[src/bsa_pkg.sv]
// Shared types and codes for the bitmap slot allocator.
// No dependencies; used by every module of the block.
package bsa_pkg;

  typedef enum logic [1:0] {
    ST_OK     = 2'd0,
    ST_OOM    = 2'd1,
    ST_BOUNDS = 2'd2,
    ST_DOUBLE = 2'd3
  } status_t;

  localparam logic CMD_ALLOC = 1'b0;
  localparam logic CMD_FREE  = 1'b1;

  localparam int unsigned WORD_BITS   = 32;
  localparam int unsigned CFG_W       = 6;
  localparam int unsigned SLOT_W      = 32;
  localparam int unsigned GIVEN_W     = 10;
  localparam int unsigned GIVEN_TDATA = 16;
  localparam logic [CFG_W-1:0] WORDS_RESET = 6'd32;
  localparam logic [WORD_BITS-1:0] TOP_BIT = 32'h8000_0000;

  // Commands from the controller to the datapath.
  typedef struct packed {
    logic clear_restart;  // restart the bitmap clearing sweep at word zero
    logic clear_step;     // zero one word of the bitmap
    logic accept;         // capture the item, start the word read
    logic exec;           // update the word on success, load the result register
  } dp_cmd_t;

  // Status from the datapath to the controller.
  typedef struct packed {
    logic clear_last;     // the sweep is at the last word
  } dp_stat_t;

endpackage

[src/bsa_ctrl.sv]
// Controller state machine of the bitmap slot allocator.
// Depends on bsa_pkg.
module bsa_ctrl (
  input  logic               clk,
  input  logic               rst,
  input  logic               cfg_we,
  input  logic               s_tvalid,
  output logic               s_tready,
  output logic               m_tvalid,
  input  logic               m_tready,
  output bsa_pkg::dp_cmd_t   cmd,
  input  bsa_pkg::dp_stat_t  stat
);

  typedef enum logic [1:0] {
    CLEAR,
    IDLE,
    EXEC
  } state_t;

  state_t state;
  logic   exec_go;

  assign s_tready = (state == IDLE) && !cfg_we;
  // Finish the item only when the result register is free this cycle.
  assign exec_go  = (state == EXEC) && (!m_tvalid || m_tready);

  assign cmd.clear_restart = cfg_we;
  assign cmd.clear_step    = (state == CLEAR) && !cfg_we;
  assign cmd.accept        = s_tvalid && s_tready;
  assign cmd.exec          = exec_go;

  always_ff @(posedge clk) begin
    if (rst) begin
      state    <= CLEAR;
      m_tvalid <= 1'b0;
    end else begin
      if (exec_go) begin
        m_tvalid <= 1'b1;
      end else if (m_tready) begin
        m_tvalid <= 1'b0;
      end
      if (cfg_we) begin
        state <= CLEAR;
      end else begin
        case (state)
          CLEAR: begin
            if (stat.clear_last) begin
              state <= IDLE;
            end
          end
          IDLE: begin
            if (s_tvalid) begin
              state <= EXEC;
            end
          end
          EXEC: begin
            if (exec_go) begin
              state <= IDLE;
            end
          end
          default: begin
            state <= CLEAR;
          end
        endcase
      end
    end
  end

endmodule

[src/bsa_dpath.sv]
// Datapath of the bitmap slot allocator: bitmap memory, full flags,
// word search, bit update and result register. Depends on bsa_pkg.
module bsa_dpath #(
  parameter int unsigned MAX_WORDS = 32
) (
  input  logic                                  clk,
  input  logic                                  rst,
  input  logic                                  cfg_we,
  input  logic [bsa_pkg::CFG_W-1:0]             cfg_data,
  input  logic                                  in_command,
  input  logic [bsa_pkg::SLOT_W-1:0]            in_slot,
  output logic [1:0]                            out_status,
  output logic [bsa_pkg::GIVEN_W-1:0]           out_given,
  input  bsa_pkg::dp_cmd_t                      cmd,
  output bsa_pkg::dp_stat_t                     stat
);

  localparam int unsigned WIDX = (MAX_WORDS > 1) ? $clog2(MAX_WORDS) : 1;
  localparam int unsigned WSEL = bsa_pkg::SLOT_W - 5;
  localparam logic [WIDX-1:0] LAST_WORD = WIDX'(MAX_WORDS - 1);

  logic [bsa_pkg::WORD_BITS-1:0] mem [MAX_WORDS];
  logic [bsa_pkg::WORD_BITS-1:0] rd_data;
  logic [MAX_WORDS-1:0]          full;
  logic [bsa_pkg::CFG_W-1:0]     words_in_use;
  logic [WIDX-1:0]               clr_addr;

  // Captured item
  logic                          cmd_q;
  logic [WIDX-1:0]               addr_q;
  logic [4:0]                    pos_q;
  logic                          hit_q;   // alloc: word found; free: in bounds

  // Word search over the full flags
  logic                          cand_found;
  logic [WIDX-1:0]               cand_idx;
  logic [WSEL-1:0]               free_word;
  logic                          free_inb;
  logic [WIDX-1:0]               rd_addr;

  // Bit update
  logic [4:0]                    clear_bit;
  logic [4:0]                    bit_pos;
  logic [bsa_pkg::WORD_BITS-1:0] bit_mask;
  logic [bsa_pkg::WORD_BITS-1:0] new_word;
  logic                          dbl;
  logic                          exec_we;
  logic [31:0]                   given_wide;
  bsa_pkg::status_t              status_next;

  assign stat.clear_last = (clr_addr == LAST_WORD);

  // Lowest word in use that still has a clear bit.
  always_comb begin
    cand_found = 1'b0;
    cand_idx   = '0;
    for (int i = MAX_WORDS - 1; i >= 0; i--) begin
      if (!full[i] && (32'(i) < 32'(words_in_use))) begin
        cand_found = 1'b1;
        cand_idx   = WIDX'(i);
      end
    end
  end

  assign free_word = in_slot[bsa_pkg::SLOT_W-1:5];
  assign free_inb  = (free_word < WSEL'(words_in_use)) && (free_word < WSEL'(MAX_WORDS));
  assign rd_addr   = (in_command == bsa_pkg::CMD_FREE) ? in_slot[WIDX+4:5] : cand_idx;

  always_ff @(posedge clk) begin
    if (cmd.accept) begin
      cmd_q <= in_command;
      addr_q <= rd_addr;
      pos_q <= in_slot[4:0];
      hit_q <= (in_command == bsa_pkg::CMD_FREE) ? free_inb : cand_found;
      rd_data <= mem[rd_addr];
    end
  end

  // Most significant clear bit, as a position from the top.
  always_comb begin
    clear_bit = '0;
    for (int i = 0; i < 32; i++) begin
      if (!rd_data[i]) begin
        clear_bit = 5'(31 - i);
      end
    end
  end

  assign bit_pos  = (cmd_q == bsa_pkg::CMD_FREE) ? pos_q : clear_bit;
  assign bit_mask = bsa_pkg::TOP_BIT >> bit_pos;
  assign dbl      = (rd_data & bit_mask) == '0;
  assign new_word = (cmd_q == bsa_pkg::CMD_FREE) ? (rd_data & ~bit_mask) : (rd_data | bit_mask);
  assign exec_we  = cmd.exec && hit_q && ((cmd_q == bsa_pkg::CMD_ALLOC) || !dbl);
  assign given_wide = 32'({addr_q, bit_pos});

  always_comb begin
    if (cmd_q == bsa_pkg::CMD_ALLOC) begin
      status_next = hit_q ? bsa_pkg::ST_OK : bsa_pkg::ST_OOM;
    end else if (!hit_q) begin
      status_next = bsa_pkg::ST_BOUNDS;
    end else if (dbl) begin
      status_next = bsa_pkg::ST_DOUBLE;
    end else begin
      status_next = bsa_pkg::ST_OK;
    end
  end

  // Bitmap store: clearing sweep or read-modify-write.
  always_ff @(posedge clk) begin
    if (cmd.clear_step) begin
      mem[clr_addr] <= '0;
    end else if (exec_we) begin
      mem[addr_q] <= new_word;
    end
  end

  always_ff @(posedge clk) begin
    if (rst || cmd.clear_restart) begin
      clr_addr <= '0;
    end else if (cmd.clear_step && !stat.clear_last) begin
      clr_addr <= clr_addr + 1'b1;
    end
  end

  always_ff @(posedge clk) begin
    if (rst) begin
      words_in_use <= bsa_pkg::WORDS_RESET;
      full         <= '0;
    end else if (cfg_we) begin
      words_in_use <= cfg_data;
      full         <= '0;
    end else if (exec_we) begin
      full[addr_q] <= &new_word;
    end
  end

  always_ff @(posedge clk) begin
    if (cmd.exec) begin
      out_status <= status_next;
      out_given  <= ((cmd_q == bsa_pkg::CMD_ALLOC) && hit_q) ? given_wide[9:0] : '0;
    end
  end

endmodule

[src/bitmap_slot_allocator.sv]
// Top level of the bitmap slot allocator.
// Depends on bsa_pkg, bsa_ctrl and bsa_dpath.
//
// First-fit slot allocator over a bitmap of 32-bit words (set bit = taken).
// Input beats: tuser carries the command (alloc or free), tdata the slot to
// free. Every input beat yields exactly one output beat: tuser carries the
// status (ok, out of memory, out of bounds, double free), tdata the granted
// slot on a successful alloc and zero otherwise.
// Timing: an item first reads its bitmap word from the single-port store,
// then modifies and writes it back; the next item is taken the cycle after
// the result is loaded, so a new item is never taken while one is in
// progress. A per-word full flag picks the target word at once.
// The result sits in an output register; if the receiver stalls, the block
// holds the finished item in its execute step and the input stays blocked.
// Reset and every write of words_in_use start a clearing sweep that zeroes
// the store one word a cycle, with s_tready low until the sweep ends.
// words_in_use values above MAX_WORDS act as MAX_WORDS.
module bitmap_slot_allocator #(
  parameter int unsigned MAX_WORDS = 32
) (
  input  logic        clk,
  input  logic        rst,
  // Configuration: words_in_use
  input  logic        cfg_we,
  input  logic [5:0]  cfg_data,
  // Input items
  input  logic        s_tvalid,
  output logic        s_tready,
  input  logic [31:0] s_tdata,   // [31:0] slot_to_free
  input  logic [0:0]  s_tuser,   // [0] command
  // Result items
  output logic        m_tvalid,
  input  logic        m_tready,
  output logic [15:0] m_tdata,   // [9:0] slot_given, [15:10] zero
  output logic [1:0]  m_tuser    // [1:0] status
);

  bsa_pkg::dp_cmd_t  cmd;
  bsa_pkg::dp_stat_t stat;
  logic [bsa_pkg::GIVEN_W-1:0] given;

  // Sequence clearing, item capture and result handoff.
  bsa_ctrl u_ctrl (
    .clk      (clk),
    .rst      (rst),
    .cfg_we   (cfg_we),
    .s_tvalid (s_tvalid),
    .s_tready (s_tready),
    .m_tvalid (m_tvalid),
    .m_tready (m_tready),
    .cmd      (cmd),
    .stat     (stat)
  );

  // Hold the bitmap and compute each result.
  bsa_dpath #(
    .MAX_WORDS (MAX_WORDS)
  ) u_dpath (
    .clk        (clk),
    .rst        (rst),
    .cfg_we     (cfg_we),
    .cfg_data   (cfg_data),
    .in_command (s_tuser[0]),
    .in_slot    (s_tdata),
    .out_status (m_tuser),
    .out_given  (given),
    .cmd        (cmd),
    .stat       (stat)
  );

  // Pad the granted slot to whole bytes.
  assign m_tdata = {{(bsa_pkg::GIVEN_TDATA - bsa_pkg::GIVEN_W){1'b0}}, given};

endmodule

[config.mk]
export PLATFORM = sky130hd
export DESIGN_NAME = bitmap_slot_allocator
export DESIGN_NICKNAME = d
export VERILOG_FILES = /design/src/bsa_pkg.sv /design/src/bsa_ctrl.sv /design/src/bsa_dpath.sv /design/src/bitmap_slot_allocator.sv
export SDC_FILE = /design/constraint.sdc
export NUM_CORES = 2
export LEC_CHECK = 0
export BUFFER_PORTS_ARGS = -buffer_cell sky130_fd_sc_hd__buf_2
export CAP_MARGIN = 20
export CORE_MARGIN = 10
export CORE_UTILIZATION = 45
export DETAILED_ROUTE_END_ITERATION = 6
export PLACE_DENSITY = 0.58
export SLEW_MARGIN = 20
export SYNTH_ARGS = -nofsm -noshare
export SYNTH_HDL_FRONTEND = slang
export SYNTH_HIERARCHICAL = 1
export SYNTH_SLANG_ARGS = --single-unit
export TNS_END_PERCENT = 10
[constraint.sdc]
create_clock -name clk -period 7.3 [get_ports clk]
set_input_delay 0.365 -clock clk [delete_from_list [all_inputs] [get_ports clk]]
set_output_delay 0.365 -clock clk [all_outputs]
set_load 0.005 [all_outputs]
## Word level (Yosys, flattened, before mapping)

Memory sizes are Yosys's and may differ from the RTL's. A register that Yosys moved wholly into a read port is not among the register bits.
Cells that the tools add are included.

- Muxes and demuxes: 121
- Divide/modulo/power cells: 0
- Reduce and logical (&&, ||, !) cells: 88
- Shift-type cells: 1
- Eq/ne operators: 6
- Bitwise operators: 5
- Multiply operators: 0
- $lt $le $gt $ge: 36
- Add/subtract/negate cells: 1

Operators by type and width:

| kind | count |
|---|---|
| 5-bit two-way mux | 67 |
| 5-bit by 6-bit < comparator with 1-bit output (first input constant) | 16 |
| 32-bit bitwise AND | 2 |
| 32-bit two-way mux | 2 |
| 4-bit by 6-bit < comparator with 1-bit output (first input constant) | 8 |
| 1-bit two-way mux | 43 |
| 1-bit logical AND | 42 |
| 1-bit logical NOT | 36 |
| 32-bit bitwise mux | 1 |
| 32-bit logical NOT | 1 |
| 32-bit inverter | 1 |
| 32-bit bitwise OR | 1 |
| 32-bit AND reduction | 1 |
| 32-bit OR reduction | 1 |
| 32-bit by 5-bit >> shifter with 32-bit output (first input constant) | 1 |
| 27-bit by 6-bit < comparator with 1-bit output | 1 |
| 27-bit by 6-bit < comparator with 1-bit output (second input constant) | 1 |
| 3-bit by 6-bit < comparator with 1-bit output (first input constant) | 4 |
| 1-bit by 6-bit < comparator with 1-bit output (first input constant) | 2 |
| 2-bit by 6-bit < comparator with 1-bit output (first input constant) | 2 |
| 2-bit two-way mux | 6 |
| 5-bit by 6-bit < comparator with 1-bit output (second input constant) | 1 |
| 2-bit one-hot mux with 3 select lines | 1 |
| 5-bit by 1-bit adder with 5-bit output (second input constant) | 1 |
| 13 further kinds | 16 |

- Memory bits (read-only): 0
- Memories kept: 1
- Bits in registers: 70
- Logic and storage cells: 270
- Bits in writable memories: 1024
- Latch bits: 0

Memory list:

| name | words | bits a word | rd ports | clocked after memory_dff | write ports | RTL line | RTL |
|---|---|---|---|---|---|---|---|
| u_dpath.mem | 32 | 32 | 1 | 1 | 1 | bsa_dpath.sv:22 | `logic [bsa_pkg::WORD_BITS-1:0] mem [MAX_WORDS];` |

## Depth between registers and ports, before layout

- Word-level depth: 44
- Depth in mapped cells: 17

## Hierarchy

Netlist, hierarchy kept.

By module, submodules not included:

| module | cells an instance | area an instance (µm²) | times used | sequential area each (µm²) |
|---|---|---|---|---|
| bsa_dpath | 4551 | 52096.2 | 1 | 33291.9 |
| bsa_ctrl | 19 | 157.7 | 1 | 60.1 |
| bitmap_slot_allocator | 7 | 48.8 | 1 | 0.0 |

## Least setup slack after synthesis

No wires, ideal clock.

- Path kind: register to register
- From: register u_dpath/rd_data[20] in the netlist's numbering (read register of u_dpath.mem)
- To: memory u_dpath/mem[11][0] in the netlist's numbering, enable pin
- Library setup time: 0.472 ns
- Arrival: 5.150 ns
- Stages on the path, launching flop included: 13
- Slack: 1.678 ns
- Data required time: 6.828 ns
- Path through: edfxtp_1 > buf_2 > nand4_1 > a21oi_1 > a311o_1 > or4_4 > and2_1 > buf_2 > or4_1 > nand3_1 > o311ai_1 > buf_2 > o32ai_1

- Word-level cells in the longest chain between the ends: 24

RTL lines:

| what | RTL line | RTL |
|---|---|---|
| start, declared | bsa_dpath.sv:23 | `logic [bsa_pkg::WORD_BITS-1:0] rd_data;` |
| 5-bit two-way mux (12 in a row) | bsa_dpath.sv:83 | `if (!rd_data[i]) begin` |
| 5-bit two-way mux | bsa_dpath.sv:89 | `assign bit_pos = (cmd_q == bsa_pkg::CMD_FREE) ? pos_q : clear_bit;` |
| 32-bit by 5-bit >> shifter with 32-bit output | bsa_dpath.sv:90 | `assign bit_mask = bsa_pkg::TOP_BIT >> bit_pos;` |
| 32-bit bitwise AND (*) | bsa_dpath.sv:91 | `assign dbl = (rd_data & bit_mask) == '0;` |
| 32-bit logical NOT (*) | bsa_dpath.sv:91 |  |
| 1-bit logical NOT (*) | bsa_dpath.sv:93 | `assign exec_we = cmd.exec && hit_q && ((cmd_q == bsa_pkg::CMD_ALLOC) \|\| !dbl);` |
| 1-bit logical OR (*) | bsa_dpath.sv:93 |  |
| 1-bit logical AND (*) | bsa_dpath.sv:93 |  |
| 1-bit two-way mux (*) | bsa_dpath.sv:112 | `end else if (exec_we) begin` |
| 1-bit two-way mux (*) | bsa_dpath.sv:110 | `if (cmd.clear_step) begin` |
| 1-bit two-way mux (not written as such) (*) | bsa_dpath.sv:113 | `mem[addr_q] <= new_word;` |
| 32-bit OR reduction (no source line) | - |  |
| 5-bit two-way mux (no source line) / 1-bit two-way mux (equally long branches) | - |  |
| end, declared | bsa_dpath.sv:22 |  |

Mark *: on every way between the ends. The rest lies on a longest branch, timed or not.

## Worst setup path after layout

- From: register u_dpath/rd_data[17] in the netlist's numbering (read register of u_dpath.mem)
- To: memory u_dpath/mem[26][19] in the netlist's numbering, enable pin

- Word-level cells in the longest chain between the ends: 27

RTL lines:

| what | RTL line |
|---|---|
| 5-bit two-way mux (15 in a row) | bsa_dpath.sv:83 |
| 5-bit two-way mux | bsa_dpath.sv:89 |
| 32-bit by 5-bit >> shifter with 32-bit output | bsa_dpath.sv:90 |
| 32-bit bitwise AND (*) | bsa_dpath.sv:91 |
| 32-bit logical NOT (*) | bsa_dpath.sv:91 |
| 1-bit logical NOT (*) | bsa_dpath.sv:93 |
| 1-bit logical OR (*) | bsa_dpath.sv:93 |
| 1-bit logical AND (*) | bsa_dpath.sv:93 |
| 1-bit two-way mux (*) | bsa_dpath.sv:112 |
| 1-bit two-way mux (*) | bsa_dpath.sv:110 |
| 1-bit two-way mux (not written as such) (*) | bsa_dpath.sv:113 |
| 32-bit OR reduction (no source line) | - |
| 5-bit two-way mux (no source line) / 1-bit two-way mux (equally long branches) | - |

Marked as above.

==> run_summary.xml <==
<?xml version="1.0" encoding="UTF-8"?>
<metrics>
  <group name="sta">
    <metric name="fin_setup_tns" unit="ns">0</metric>
    <metric name="shortest_clock_period_the_worst_path_allows_after_layout" unit="ns">5.821</metric>
    <metric name="final-setup-viol-count" unit="">0</metric>
    <metric name="timing.fmax" unit="MHz">171.8</metric>
    <metric name="worstMarginPinSlew" unit="ns">1.062</metric>
    <metric name="finalHoldViolations" unit="">0</metric>
    <metric name="slew_limit_fails" unit="">0</metric>
    <metric name="max-slew-margin-rel" unit="%">29.23</metric>
    <metric name="holdWs" unit="ns">0.04309</metric>
    <metric name="grt_setup_unrepaired" unit="">no</metric>
    <metric name="final.setup_skew" unit="ns">0.02811</metric>
    <metric name="finalCritPeriodShare" unit="%">79.74</metric>
  </group>
  <group name="place">
    <metric name="place_hpwl" unit="um">101900</metric>
    <metric name="numPortBuffers" unit="">57</metric>
    <metric name="place_area" unit="um2">55650</metric>
    <metric name="placed_cells" unit="">5956</metric>
    <metric name="final_wtd_congestion" unit="">0.9181</metric>
  </group>
  <group name="flow_run">
    <metric name="timing.max_cap.violations" unit="">0</metric>
  </group>
  <group name="finish">
    <metric name="finalInstanceArea" unit="um2">59790</metric>
    <metric name="final_cell_count_no_fill" unit="">6198</metric>
    <metric name="register_area" unit="um2">33350</metric>
    <metric name="fill_cell_total_of_the_finished_layout" unit="">9954</metric>
    <metric name="finish.net_count" unit="">4623</metric>
    <metric name="area_delta_synth_final" unit="%">14.31</metric>
    <metric name="multi_input_area" unit="um2">18360</metric>
    <metric name="number_of_antenna_repair_diodes" unit="">0</metric>
    <metric name="drive_above_1_share" unit="%">11.57</metric>
  </group>
  <group name="power_and_ir_drop">
    <metric name="fraction_of_power_spent_switching_nets" unit="%">21.74</metric>
    <metric name="power_frac_seq" unit="%">51.1</metric>
    <metric name="internal_power" unit="W">0.01074</metric>
    <metric name="p_leak" unit="nW">19.11</metric>
    <metric name="irDropWorstVdd" unit="mV">0.1991</metric>
    <metric name="p_sw" unit="W">0.002983</metric>
    <metric name="power.combinational.fraction" unit="%">4.1</metric>
    <metric name="pwr_density_cell" unit="nW/um2">229.5</metric>
    <metric name="share_clk_of_total_power" unit="%">44.8</metric>
  </group>
  <group name="clocking">
    <metric name="clock_latency_late_sink" unit="ns">0.73</metric>
    <metric name="cts_num_sinks" unit="">1126</metric>
    <metric name="cts.clk_slew.worst_paths" unit="ns">0.07</metric>
    <metric name="cts_htree_levels" unit="">3</metric>
    <metric name="root_buffer" unit="">sky130_fd_sc_hd__clkbuf_16</metric>
    <metric name="tritoncts" unit="">yes</metric>
    <metric name="cts_resized" unit="">0</metric>
    <metric name="max-clock-path-buffers" unit="">3</metric>
    <metric name="numCtsBuffers" unit="">119</metric>
    <metric name="setup_fix_buffers_added_after_clock_tree_synthesis" unit="">0</metric>
  </group>
  <group name="routing">
    <metric name="via_count" unit="">40710</metric>
    <metric name="drcViolationCount" unit="">0</metric>
    <metric name="drt_pre_antenna_iters" unit="">6</metric>
    <metric name="finalWirelength" unit="um">173700</metric>
    <metric name="post_drt_wl_per_cell" unit="um">28.03</metric>
    <metric name="post_drt_antenna_nets" unit="">0</metric>
    <metric name="drtIter0Drc" unit="">5187</metric>
    <metric name="via_per_inst" unit="">6.568</metric>
  </group>
  <group name="die">
    <metric name="fp.dieW" unit="um">360.9</metric>
    <metric name="rows" unit="">125</metric>
    <metric name="overall_die_height" unit="um">360.9</metric>
    <metric name="dieArea" unit="um2">130300</metric>
    <metric name="initial_utilization" unit="%">45.19</metric>
    <metric name="ios" unit="">64</metric>
    <metric name="fp.coreArea" unit="um2">115700</metric>
  </group>
  <group name="worst_setup_path">
    <metric name="timing.critical_path.mode_cell" unit="">sky130_fd_sc_hd__buf_4</metric>
    <metric name="timing.reg2reg.setup_slack" unit="ns">1.48</metric>
    <metric name="crit_fanout" unit="">38</metric>
    <metric name="critPathMaxStageDelay" unit="ns">0.85</metric>
    <metric name="cp_cell_sequence" unit="">nand4_1 -&gt; nor3_1 -&gt; a21o_1 -&gt; and2_1 -&gt; a22oi_1 -&gt; nor3_1 -&gt; a31oi_1 -&gt; o32ai_1 -&gt; nor3_2 -&gt; buf_4 -&gt; or2_2 -&gt; buf_4 -&gt; o22ai_4 -&gt; buf_4</metric>
    <metric name="critical_path.startpoint_type" unit="">register</metric>
    <metric name="r2r_start" unit="">u_dpath/rd_data[17]</metric>
    <metric name="worst_path_max_delay_cell" unit="">sky130_fd_sc_hd__o22ai_4</metric>
    <metric name="cp_data_required_time" unit="ns">7.71</metric>
    <metric name="critPathCaptureType" unit="">register</metric>
    <metric name="ff2ff_path_depth" unit="">14</metric>
    <metric name="crit_path_end" unit="">u_dpath/mem[26][19]</metric>
    <metric name="startpoint" unit="">u_dpath/rd_data[17]</metric>
    <metric name="cp.arrival" unit="ns">6.23</metric>
    <metric name="critical_path.reg2reg.endpoint" unit="">u_dpath/mem[26][19]</metric>
    <metric name="critical_path_class" unit="">reg -&gt; reg</metric>
  </group>
  <group name="logic_synthesis">
    <metric name="synth_top_area_share" unit="%">62.01</metric>
    <metric name="ys_warn_count" unit="">6</metric>
    <metric name="yosysUniqueCellTypes" unit="">79</metric>
    <metric name="synth_seq_cells" unit="">1126</metric>
    <metric name="synth_most_common_cell" unit="">sky130_fd_sc_hd__edfxtp_1</metric>
    <metric name="syn-mean-instance-area" unit="um2">11.43</metric>
    <metric name="async_flop_share" unit="%">0</metric>
    <metric name="synth_top_cells_by_area" unit="">sky130_fd_sc_hd__edfxtp_1 (62%), sky130_fd_sc_hd__o22ai_1 (7.2%), sky130_fd_sc_hd__nand2_1 (6.3%)</metric>
    <metric name="yosys_most_used_dff" unit="">sky130_fd_sc_hd__edfxtp_1</metric>
    <metric name="synth_common_cells" unit="">sky130_fd_sc_hd__edfxtp_1 (1080), sky130_fd_sc_hd__nand2_1 (875), sky130_fd_sc_hd__o22ai_1 (605)</metric>
    <metric name="post_synth_instance_area" unit="um2">52300</metric>
    <metric name="synth_top_area_cell" unit="">sky130_fd_sc_hd__edfxtp_1</metric>
    <metric name="gate_count_post_synth" unit="">4577</metric>
    <metric name="synth_seq_area_share" unit="%">63.77</metric>
    <metric name="synth_enable_flop_cells" unit="">1080</metric>
  </group>
  <group name="grt">
    <metric name="grt-ovfl-total" unit="">0</metric>
    <metric name="grt_util_all_layers" unit="%">25.75</metric>
    <metric name="grt_pass1_wl" unit="um">256600</metric>
    <metric name="grt_pass1_vias" unit="">38550</metric>
    <metric name="grt_antenna_before_repair" unit="">5</metric>
    <metric name="grt_start_max_net_pins" unit="">111</metric>
  </group>
  <group name="run_status">
    <metric name="status" unit="">completed</metric>
  </group>
  <group name="worst_hold_path">
    <metric name="timing.hold.worst.class" unit="">in -&gt; reg</metric>
  </group>
</metrics>
==> power groups by stage <==
stage	clock network (W)	logic (W)	registers (W)
finish	0.00614	0.000567	0.00701
global route	0.00650	0.000599	0.00701
CTS	0.00622	0.000559	0.00701
detailed placement	0	0.000549	0.00715
global placement	0	0.000549	0.00715
floorplan	0	0.000324	0.00714
==> metrics by stage <==
step	worst slack, ns	utilization (%)	power [W]
global placement	1.662	48.03	0.007700
CTS	1.600	51.63	0.01379
detailed placement	1.621	48.09	0.007700
finish	1.479	51.66	0.01372
global route	1.170	51.66	0.01411
floorplan	1.678	-	0.007466
==> flip-flops by register name, indices dropped and copies added, names as in the netlist <==
signal,cells
u_dpath/out_status,2
u_ctrl/m_tvalid,1
u_dpath/out_given,10
u_ctrl/state,2
u_dpath/rd_data,32
u_dpath/cmd_q,1
u_dpath/words_in_use,6
u_dpath/mem,1024
u_dpath/addr_q,5
u_dpath/full,32
u_dpath/hit_q,1
u_dpath/clr_addr,5
u_dpath/pos_q,5
==> cell type report <==
type	instances	area share, %
Tap cell	1524	3.189
Timing Repair Buffer	250	3.566
Clock inverter	77	1.254
Multi-Input combinational cell	3048	30.71
Inverter	27	0.1695
Clock buffer	146	5.324
Sequential cell	1126	55.78
==> critical path: cells and delay by family, from the launching register on <==
kind	cells	cell delay, ns
buf+inv	3	1.02
simple gates	6	2.19
flops	1	0.56
compound gates	5	1.68
==> worst min path at each step <==
stage	startpoint	end	slack, ns	cells after the start
4_1_cts	rst	u_dpath/words_in_use[3]	0.009	2
6_report	rst	u_dpath/words_in_use[3]	0.04	2
2_1_floorplan	rst	u_ctrl/m_tvalid	0.43	1
3_3_place_gp	u_dpath/full[31]	u_dpath/full[31]	0.49	2
5_1_grt	rst	u_dpath/words_in_use[3]	0.06	2
3_5_place_dp	u_dpath/full[31]	u_dpath/full[31]	0.50	2
==> timing repair <==
action                                 in CTS  in global routing
setup endpoints to repair                   0                  0
hold buffers                               17                  0
endpoints found under the hold margin      13                  0
==> layout by cell type, fill, tap and decap left out, drive strengths merged, types with 14 or more instances in the layout <==
| cell type | Yosys | routed |
|---|---|---|
| o22ai | 605 | 605 |
| mux2i | 133 | 133 |
| clkinv | 0 | 54 |
| and2 | 15 | 15 |
| inv | 27 | 31 |
| o21ai | 34 | 34 |
| o31ai | 35 | 35 |
| a31oi | 137 | 137 |
| nand3 | 413 | 413 |
| buf | 93 | 233 |
| a22o | 68 | 68 |
| nor2 | 192 | 192 |
| dlygate4sd3 | 0 | 17 |
| clkbuf | 288 | 146 |
| a21oi | 77 | 77 |
| dfxtp | 46 | 46 |
| nand2b | 15 | 15 |
| a211o | 131 | 131 |
| nor4 | 45 | 45 |
| nand2 | 875 | 875 |
| o211ai | 38 | 38 |
| nor3 | 30 | 30 |
| nand4 | 14 | 14 |
| bufinv | 0 | 14 |
| a311oi | 35 | 35 |
| edfxtp | 1080 | 1080 |
==> layer usage <==
metal	global-route usage [%]	part of all wire [%]
met3	3.898	9.3
met1	36.46	42
met4	9.053	3.4
met5	0	0.016
met2	40.23	45
==> logic make-up after synthesis <==
kind of cell | after synthesis | share of synthesized area (%)
compound gates | 1237 | 16.47
xor+xnor | 3 | 0.05025
fa+ha+maj | 7 | 0.1674
buf+inv | 408 | 3.129
flops | 1126 | 63.77
mux | 134 | 2.567
other cells | 1 | 0.007170
simple gates | 1661 | 13.84
Power figures use the tool's default switching activity.
